<file path="config.mk">
export PLATFORM = sky130hd
export DESIGN_NAME = sap_ctrl
export DESIGN_NICKNAME = d
export VERILOG_FILES = /design/src/sv/sap_pkg.sv /design/src/sv/sap_ctrl.sv
export SDC_FILE = /design/constraint.sdc
export NUM_CORES = 1
export LEC_CHECK = 0
export ABC_CLOCK_PERIOD_IN_PS = 1850
export BUFFER_PORTS_ARGS = -buffer_cell sky130_fd_sc_hd__buf_2
export CORE_AREA = 3 3 40 42
export DETAILED_ROUTE_END_ITERATION = 10
export DIE_AREA = 0 0 43 45
export PLACE_DENSITY = 0.37
export SYNTH_ARGS = -nofsm -noshare
export SYNTH_HDL_FRONTEND = slang
export SYNTH_SLANG_ARGS = --single-unit
</file>
<file path="constraint.sdc">
create_clock -name aclk -period 1.85 [get_ports aclk]
set_input_delay 0.37 -clock aclk [delete_from_list [all_inputs] [get_ports aclk]]
set_output_delay 0.37 -clock aclk [all_outputs]
set_load 0.05 [all_outputs]
</file>
<file path="src/sv/sap_pkg.sv">
// ----------------------------------------------------------------------------
// Slot allocator package
// Shared constants, codes and controller/datapath interface types.
// ----------------------------------------------------------------------------
package sap_pkg;

    // Table geometry.
    localparam int MAX_SLOTS = 512;
    localparam int ADDR_W    = $clog2(MAX_SLOTS);
    localparam int COUNT_W   = $clog2(MAX_SLOTS + 1);

    // Widths of the word fields.
    localparam int SLOT_W    = 9;
    localparam int LIVE_W    = 10;
    localparam int TIME_W    = 32;
    localparam int MS_W      = 16;
    localparam int S_DATA_W  = 48;
    localparam int M_DATA_W  = 24;
    localparam int CFG_IDX_W = 2;
    localparam int CFG_DAT_W = 16;

    // Configuration register indexes.
    localparam logic [CFG_IDX_W-1:0] CFG_RESERVED_COUNT = 2'd0;
    localparam logic [CFG_IDX_W-1:0] CFG_TIME_PRESENT   = 2'd1;
    localparam logic [CFG_IDX_W-1:0] CFG_REUSE_DELAY    = 2'd2;
    localparam logic [CFG_IDX_W-1:0] CFG_EARLY_WINDOW   = 2'd3;

    // Item modes.
    localparam logic MODE_ALLOC = 1'b0;
    localparam logic MODE_FREE  = 1'b1;

    // Result outcome codes.
    localparam logic [1:0] OUT_REUSED    = 2'd0;
    localparam logic [1:0] OUT_APPENDED  = 2'd1;
    localparam logic [1:0] OUT_OVERWROTE = 2'd2;
    localparam logic [1:0] OUT_FREED     = 2'd3;

    // Controller states.
    typedef enum logic [1:0] {
        ST_CLEAR,
        ST_IDLE,
        ST_SCAN,
        ST_COMMIT
    } sap_state_t;

    // Commands from the controller to the datapath.
    typedef struct packed {
        logic clr_step;
        logic start;
        logic scan_en;
        logic commit;
    } sap_cmd_t;

    // Status from the datapath to the controller.
    typedef struct packed {
        logic clr_done;
        logic is_free;
        logic hit;
        logic exhausted;
        logic out_free;
    } sap_stat_t;

endpackage

</file>
<file path="src/sv/sap_ctrl.sv">
// ----------------------------------------------------------------------------
// Slot allocator controller
// Sequences the clearing pass, item intake, slot scan and commit.
// ----------------------------------------------------------------------------
module sap_ctrl (
    input  logic              aclk,
    input  logic              aresetn,
    input  logic              s_tvalid,
    output logic              s_tready,
    input  sap_pkg::sap_stat_t stat,
    output sap_pkg::sap_cmd_t  cmd
);

    sap_pkg::sap_state_t state_reg;
    sap_pkg::sap_state_t state_next;

    // State register.
    always_ff @(posedge aclk) begin
        if (!aresetn) begin
            state_reg <= sap_pkg::ST_CLEAR;
        end else begin
            state_reg <= state_next;
        end
    end

    // Next state and commands.
    always_comb begin
        state_next   = state_reg;
        cmd          = '0;
        s_tready     = 1'b0;
        case (state_reg)
            sap_pkg::ST_CLEAR: begin
                cmd.clr_step = 1'b1;
                if (stat.clr_done) begin
                    state_next = sap_pkg::ST_IDLE;
                end
            end
            sap_pkg::ST_IDLE: begin
                s_tready = 1'b1;
                if (s_tvalid) begin
                    cmd.start  = 1'b1;
                    state_next = sap_pkg::ST_SCAN;
                end
            end
            sap_pkg::ST_SCAN: begin
                // A free needs no search; an allocate scans until a hit or the end.
                if (stat.is_free) begin
                    state_next = sap_pkg::ST_COMMIT;
                end else begin
                    cmd.scan_en = 1'b1;
                    if (stat.hit || stat.exhausted) begin
                        state_next = sap_pkg::ST_COMMIT;
                    end
                end
            end
            sap_pkg::ST_COMMIT: begin
                if (stat.out_free) begin
                    cmd.commit = 1'b1;
                    state_next = sap_pkg::ST_IDLE;
                end
            end
            default: begin
                state_next = sap_pkg::ST_CLEAR;
            end
        endcase
    end

endmodule

</file>
==> impl_results.md, run 1 <==
* PnR Total Power at 558 uW
* Clock buffer depth at 2
* 1st-iter DRT viols at 0
* Nets at 53
* Critical-path maximum fanout at 5
* DRC at 0
* Total CTS buffers at 3
* R2r worst-path depth at 5
* Synthesized area at 233 um2
* NetSw at 285 uW
* Status: finished clean
* Reg2Reg Launch Point: state_reg[0]
* Max Cap Viol at 0
* CTS sink count at 2
* Worst-path clk slew at 0.03 ns
* RSZ-0062 raised after global routing: false
* Worst hold endpoint: state_reg[1]
* Sw Share at 0.510
* Post-DP Area at 312 um2
* WP data arrival at 1.24 ns
* Post-layout instance area at 334 um2
* PwrDens at 1670 nW/um2
* Clock root cell: clkbuf_4
* Fillers at 150
* Post-Route Setup TNS at 0 ns
* Antenna Violating Nets Remaining at 0
* Crit. End Element: primary output
* Setup CP Type: reg2out
* GRT Total Usage at 0.0623
* Hold buffers post-CTS at 0
* Buffers on Ports at 12
* Slowest cell on crit path: dfxtp_1
* Max FFs per register at 2
* Layout cells sized above 1 at 0.474
* Combinational cell fraction of total power at 0.673
* Synth unique cells at 11
* Rows at 13
* First-pass GRT wire length at 890 um
* Hold path cells at 3
* Pin count of the biggest net entering global routing at 6
* Die ar. at 1940 um2
* Synth top area share at 0.269
* Setup WS pre-CTS at 0.330 ns
* Final Hold Fails at 0
* Die H at 45 um
* WL per Instance at 8.66 um
* Worst Skew at 0.00331 ns
* Clock Power Share at 0.168
* Area leader, netlist: ha_1
* Vias in the first global route at 222
* P_leak at 0.176 nW
* Cell Count, Final, Fillers Out at 53
* Layout Area Growth over Synthesis at 43.5%
* Critical path's top delay family: flip-flops
* Buf/Inv on CP at 1
* Peak VDD IR at 0.436 mV
* Final worst setup slack at 0.240 ns
* Ys Warns at 0
* Terminus of the critical flop-to-flop path: state_reg[1]
* Post-synth EDFFs at 0
* Die width at 43 um
* TritonCTS clock tree: built
* Post-synthesis average cell area at 10.1 um2
* TritonRoute pass-1 iters at 1
* Count leader, synth: ha_1
* Flop2flop setup slack at 0.36 ns
* Storage cell area at 40.0 um2
* Design internal power at 273 uW
* Peak Freq at 0.621 GHz
* Initial core utilization at 0.181
* Data required time of the worst path at 1.48 ns
* Syn nets at 36
* Hold_ws at 0.438 ns
* Largest stage delay, worst path at 0.39 ns
* Worst skew pair latency at 0.22 ns
* Placer Congestion at 0.640
* Hold Crit Start: aresetn
* Seq cells post-synth at 2
* Synth area leaders: ha_1 (27%), dfxtp_1 (17%), a2111oi_4 (12%)
* CORE AREA at 1280 um2
* Setup bufs post-CTS at 0
* Fin. max-slew vios at 0
* Initial antenna violation count at 0
* Diodes inserted at 0
* Final min period at 1.61 ns
* Io pins at 13
* Post-synthesis async set-or-reset flop share at 0
* Footprint of the multi-input gates at 181 um2
* Placed wire-length estimate at 403 um
* H-Tree Depth at 1
* Routed WL at 459 um
* Worst-margin pin slew at 0.331 ns
* Rel. slew slack at 0.779
* Synth top cells by count: ha_1 (5), inv_1 (3), nand2_1 (3)
* CP Cell Sequence: ha_1 > and2_1 > buf_2
* Top FF cell, synth: dfxtp_1
* Mapped Cells at 23
* Core Util, Final at 0.260
* Total gr overflow at 0
* Placed insts at 50
* Sequential share of power at 0.159
* CTS resizes at 0
* Crit path launch type: register
* Final setup violation count at 0
* Vias at 201
* Vias per Instance at 3.79
* Post-synthesis sequential area ratio at 0.172
* Final Cycle Share at 0.870
* Worst hold path type: in2reg
[cell type report]
type | instances | area share
multi-input combinational | 18 | 0.543
timing repair buffer | 12 | 0.180
sequential | 2 | 0.120
clock buffer | 3 | 0.0674
tap | 15 | 0.0562
inverter | 3 | 0.0337
[layer usage]
metal  part of all wire  up-vias  track usage
li1                   -      105            -
met4                  0        0       0.0361
met2               0.52        8        0.114
met3              0.089        0       0.0239
met1               0.39       88       0.0600
met5                  0        -            0
[worst register-to-register path, stage by stage, from the launching register on]
cell and delay [ns]:
dfxtp_1 0.39, inv_1 0.09, ha_1 0.22, nor2b_4 0.13, a2111oi_4 0.38, mux2i_1 0.21
[layout by cell type (no fill, tap or decap), types with 2 or more instances in the layout]
cell type	Yosys	layout
inv_1	3	3
ha_1	5	5
mux2i_1	2	2
nor2b_1	2	2
buf_2	0	12
nand2_1	3	3
and2_1	2	2
clkbuf_4	0	3
dfxtp_1	2	2
[cell families after synthesis]
logic type      Yosys count  share of synthesized area
compound gates            1                      0.118
flops                     2                      0.172
fa+ha+maj                 5                      0.269
simple gates             10                      0.306
buf+inv                   3                     0.0484
mux                       2                     0.0860
[power by group through the flow]
stage | sequential [mW] | combinational (mW) | clock, mW
6_report | 0.0887 | 0.375 | 0.0938
5_1_grt | 0.0933 | 0.412 | 0.103
4_1_cts | 0.0889 | 0.384 | 0.0993
3_5_place_dp | 0.0899 | 0.384 | 0
3_3_place_gp | 0.0882 | 0.378 | 0
2_1_floorplan | 0.0834 | 0.323 | 0
[worst max path at each step]
stage,start,end,slack (ns),cells after the start
3_3_place_gp,state_reg[0],state_reg[1],0.37,5
3_5_place_dp,state_reg[0],state_reg[1],0.33,5
6_report,state_reg[0],cmd[0],0.24,3
2_1_floorplan,state_reg[1],cmd[2],0.09,3
4_1_cts,state_reg[0],cmd[0],0.22,3
5_1_grt,state_reg[0],cmd[1],0.16,4
Power figures use the tool's default switching activity.
==> inputs of run 2 (changes only) <==
==> config.mk (replaced) <==
export PLATFORM = sky130hd
export DESIGN_NAME = sap_ctrl
export DESIGN_NICKNAME = d
export VERILOG_FILES = /design/src/sv/sap_pkg.sv /design/src/sv/sap_ctrl.sv
export SDC_FILE = /design/constraint.sdc
export NUM_CORES = 1
export LEC_CHECK = 0
export ABC_CLOCK_PERIOD_IN_PS = 1300
export BUFFER_PORTS_ARGS = -buffer_cell sky130_fd_sc_hd__buf_2
export CORE_AREA = 2 2 39 41
export DETAILED_ROUTE_END_ITERATION = 10
export DIE_AREA = 0 0 41 43
export PLACE_DENSITY = 0.38
export SYNTH_ARGS = -nofsm -noshare
export SYNTH_HDL_FRONTEND = slang
export SYNTH_SLANG_ARGS = --single-unit
==> constraint.sdc (replaced) <==
create_clock -name aclk -period 1.3 [get_ports aclk]
set_input_delay 0.26 -clock aclk [delete_from_list [all_inputs] [get_ports aclk]]
set_output_delay 0.26 -clock aclk [all_outputs]
set_load 0.05 [all_outputs]
==> impl_results.md, run 2 (synthesis results as in run 1) <==
* WP data arrival at 1.16 ns (-0.08 ns)
* CORE AREA at 1380 um2 (+7.7%)
* Core Util, Final at 0.386 (+0.126)
* CTS sink count at 2 (unchanged)
* PnR Total Power at 1.30 mW (+130%)
* Fin. max-slew vios at 0 (unchanged)
* Vias at 230 (+14%)
* P_leak at 0.233 nW (+33%)
* Io pins at 13 (unchanged)
* Status: finished, violations left
* PwrDens at 2440 nW/um2 (+46%)
* 1st-iter DRT viols at 0 (unchanged)
* Final Hold Fails at 0 (unchanged)
* Crit path launch type: register
* H-Tree Depth at 1 (unchanged)
* Post-Route Setup TNS at -0.541 ns (-0.541 ns)
* Worst skew pair latency at 0.23 ns (about the same)
* Antenna Violating Nets Remaining at 0 (unchanged)
* TritonRoute pass-1 iters at 1 (unchanged)
* Worst Skew at 0.0105 ns (+0.00717 ns)
* Vias in the first global route at 225 (+1.4%)
* Max Cap Viol at 0 (unchanged)
* Final setup violation count at 7 (+7)
* First-pass GRT wire length at 876 um (-1.6%)
* TritonCTS clock tree: built
* Flop2flop setup slack at -0.12 ns (-0.48 ns)
* Crit. End Element: primary output
* Routed WL at 556 um (+21%)
* Peak VDD IR at 0.987 mV (+130%)
* Placer Congestion at 0.627 (-2.0%)
* Rel. slew slack at 0.764 (-0.0151)
* Final Cycle Share at 1.09
* Initial core utilization at 0.168 (-0.0129)
* Diodes inserted at 0 (unchanged)
* GRT Total Usage at 0.0741 (+0.0117)
* Failing checks: setup timing
* Rows at 14 (+1)
* Most common cell after layout, fill and taps aside: buf_2
* Max FFs per register at 2 (unchanged)
* Data required time of the worst path at 1.04 ns (-0.44 ns)
* Nets at 59 (+11%)
* Worst hold path type: in2reg
* WL per Instance at 9.11 um (+5.2%)
* Die ar. at 1760 um2 (-8.9%)
* Worst-margin pin slew at 0.354 ns (+0.0235 ns)
* Total CTS buffers at 3 (unchanged)
* Final min period at 1.42 ns
* Total gr overflow at 0 (unchanged)
* Setup CP Type: reg2out
* Worst-path clk slew at 0.04 ns (about the same)
* Die H at 43 um (-4.4%)
* Initial antenna violation count at 0 (unchanged)
* Critical-path maximum fanout at 3 (-2)
* Layout Area Growth over Synthesis at 130%
* Final worst setup slack at -0.118 ns (-0.358 ns)
* Clock root cell: clkbuf_4
* RSZ-0062 raised after global routing: true
* DRC at 0 (unchanged)
* Layout cells sized above 1 at 0.800 (+0.326)
* Peak Freq at 0.705 GHz
* Vias per Instance at 3.77 (-0.58%)
* Hold_ws at 0.314 ns (-0.124 ns)
* Pin count of the biggest net entering global routing at 5 (-1)
* Die width at 41 um (-4.7%)
* Commonest cells after routing, fill and taps aside: buf_2 (7), ha_4 (4), buf_4 (4)
* Setup WS pre-CTS at -0.124 ns (-0.453 ns)
* Clock buffer depth at 2 (unchanged)
* Buffers on Ports at 12 (unchanged)
run 2: cell count changes in the layout (fill, tap and decap cells not counted), moves of 3 or more:
cell	delta
buf_2	-5
buf_4	+4
buf_6	+3
buf_8	+3
ha_1	-4
ha_4	+4
run 2: per-layer routing:
layer	vias up	wire length, um	part of all wire	track usage
li1	122	-	-	-
met1	102	206	0.37	0.0828
met2	6	327	0.59	0.122
met3	0	22	0.040	0.0157
met4	0	0	0	0.0400
met5	-	0	0	0
run 2: through the flow:
step	std cells	instance area, um2
final	61	534
after global routing	61	534
after CTS	59	494
after detailed placement	54	395
after global placement	54	395
after floorplan	23	293
run 2: worst max-delay path, cell delays in order, from the launching register on:
cell	delay [ns]
dfxtp_4	0.36
buf_4	0.14
ha_4	0.16
and2_4	0.13
buf_6	0.14
run 2: cell type report:
type | instances | area [um2]
Tap cell | 16 | 20.0
Timing Repair Buffer | 18 | 164
Fill cell | 147 | 850
Clock buffer | 4 | 26.3
Inverter | 3 | 16.3
Multi-Input combinational cell | 18 | 260
Sequential cell | 2 | 47.5
run 2: path summary, 6_finish.rpt:
check | endpoint | cells after the start | startpoint
hold reg to reg | state_reg[1] | 2 | state_reg[1]
hold / removal | state_reg[0] | 3 | aresetn
setup reg to reg | state_reg[1] | 5 | state_reg[0]
setup / recovery | cmd[0] | 4 | state_reg[0]
run 2: report_power, final:
group	internal [mW]	total, mW	leakage (nW)	switching [mW]
combinational	0.531	0.979	0.201	0.448
sequential	0.110	0.173	0.0178	0.0636
clock	0.114	0.151	0.0150	0.0370
total	0.754	1.30	0.233	0.548
run 2: repair_timing:
action,CTS,global route
pin swaps,0,2
gates cloned,0,0
endpoints found under the setup margin,7,6
gates resized for setup,15,6
setup buffers,1,2
hold buffers,0,0
==> inputs of run 3 (changes only) <==
--- a/config.mk
+++ b/config.mk
@@ -14,3 +14,4 @@
 export SYNTH_ARGS = -nofsm -noshare
 export SYNTH_HDL_FRONTEND = slang
 export SYNTH_SLANG_ARGS = --single-unit
+export TNS_END_PERCENT = 10
==> impl_results.md, run 3 (synthesis results as in run 1) <==
* Status: finished, violations left
* Failing checks: setup timing
* Worst hold path type: in2reg
* CORE AREA at 1380 um2 (unchanged)
* Vias in the first global route at 265 (+18%)
* Layout Area Growth over Synthesis at 127%
* Die width at 41 um (unchanged)
* Antenna Violating Nets Remaining at 0 (unchanged)
* Io pins at 13 (unchanged)
* Rel. slew slack at 0.774 (+0.0106)
* Crit. End Element: primary output
* 1st-iter DRT viols at 0 (unchanged)
* Die H at 43 um (unchanged)
* Hold buffers post-CTS at 0 (unchanged)
* Max Cap Viol at 0 (unchanged)
* Layout cells sized above 1 at 0.804 (+0.00435)
* Final Hold Fails at 0 (unchanged)
* Initial antenna violation count at 0 (unchanged)
* Setup CP Type: reg2out
* Worst Skew at 0.00835 ns (-0.00214 ns)
* Fillers at 145 (-1.4%)
* Nets at 61 (+3.4%)
* Worst-margin pin slew at 0.338 ns (-0.0158 ns)
* TritonRoute pass-1 iters at 1 (unchanged)
* Placer Congestion at 0.629 (+0.30%)
* WL per Instance at 9.48 um (+4.0%)
* Placed insts at 56 (+3.7%)
* Data required time of the worst path at 1.04 ns (about the same)
* Critical-path maximum fanout at 3 (unchanged)
* Die ar. at 1760 um2 (unchanged)
* Peak VDD IR at 0.919 mV (-6.9%)
* CP Cell Sequence: inv_4 > ha_4 > buf_6 > and2_4 > buf_8
* Total CTS buffers at 3 (unchanged)
* PnR Total Power at 1.28 mW (-1.9%)
* Final Cycle Share at 1.09 (+0.00210)
* R2r worst-path depth at 5 (unchanged)
* PwrDens at 2410 nW/um2 (-0.99%)
* Most common cell after layout, fill and taps aside: buf_2
* Crit path launch type: register
* P_leak at 0.235 nW (+0.68%)
* GRT Total Usage at 0.0852 (+0.0111)
* Hold path cells at 3 (unchanged)
* Routed WL at 588 um (+5.8%)
* RSZ-0062 raised after global routing: true
* Peak Freq at 0.704 GHz (-0.19%)
* CTS sink count at 2 (unchanged)
* Rows at 14 (unchanged)
* Largest stage delay, worst path at 0.36 ns (about the same)
* Vias per Instance at 3.84 (+1.8%)
* Pin count of the biggest net entering global routing at 5 (unchanged)
* Fin. max-slew vios at 0 (unchanged)
* Final min period at 1.42 ns (+0.00273 ns)
* Vias at 238 (+3.5%)
* Final worst setup slack at -0.121 ns (-0.00273 ns)
* Slowest cell on crit path: dfxtp_4
* Max FFs per register at 2 (unchanged)
* WP data arrival at 1.16 ns (about the same)
* Diodes inserted at 0 (unchanged)
* Final setup violation count at 6 (-1)
* Initial core utilization at 0.168 (unchanged)
* Total gr overflow at 0 (unchanged)
* Clock buffer depth at 2 (unchanged)
* TritonCTS clock tree: built
* DRC at 0 (unchanged)
* H-Tree Depth at 1 (unchanged)
* Clock root cell: clkbuf_4
* Worst skew pair latency at 0.23 ns (about the same)
* Cell Count, Final, Fillers Out at 62 (+1.6%)
* Flop2flop setup slack at -0.10 ns (+0.02 ns)
* Setup WS pre-CTS at -0.172 ns (-0.0479 ns)
* Buffers on Ports at 12 (unchanged)
* Commonest cells after routing, fill and taps aside: buf_2 (7), buf_6 (6), buf_4 (5)
* First-pass GRT wire length at 945 um (+7.9%)
* Worst-path clk slew at 0.04 ns (about the same)
## run 3: worst max-delay path: cells and delay by family, from the launching register on
family,cells,cell delay [ns]
flops,1,0.36
buf+inv,3,0.30
fa+ha+maj,1,0.15
simple gates,1,0.13
## run 3: timing repair
| item | CTS | global route |
|---|---|---|
| endpoints found under the setup margin | 7 | 7 |
| hold endpoints to repair | 0 | 0 |
| buffers inserted | 2 | 1 |
| gates resized for setup | 27 | 7 |
| pin swaps | 2 | 2 |
## run 3: per-stage QoR
stage           util  setup TNS, ns  instance area, um2  hold WS [ns]
2_1_floorplan      -         -0.530                 241         0.406
3_3_place_gp   0.259         -0.322                 359         0.469
3_5_place_dp   0.259         -0.415                 359         0.480
4_1_cts        0.360         -0.620                 498         0.295
5_1_grt        0.382         -0.842                 529         0.316
6_report       0.382         -0.528                 529         0.302
## run 3: final timing paths
path                                    from           end
worst min register to register  state_reg[1]  state_reg[1]
worst min-delay path                 aresetn  state_reg[0]
worst max register to register  state_reg[0]  state_reg[1]
worst max-delay path            state_reg[1]        cmd[2]
## run 3: layout make-up
type,instances,area (um2),share of cell area
clock buffer,3,22.5,0.0426
inverter,3,16.3,0.0307
tap,16,20.0,0.0378
sequential,2,47.5,0.0898
timing repair buffer,20,170,0.322
multi-input combinational,18,253,0.478
## run 3: where the power goes
group / leakage [nW] / switching (mW) / internal, mW
logic: 0.203 / 0.459 / 0.515
registers: 0.0178 / 0.0520 / 0.109
clock network: 0.0138 / 0.0409 / 0.102
## run 3: routing by layer
layer  vias to the layer above  GRT usage  part of all wire
met2                         6      0.131              0.60
met5                         -          0                 0
met4                         0     0.0800                 0
met1                       109     0.0703              0.35
li1                        123          -                 -
met3                         0     0.0471             0.049
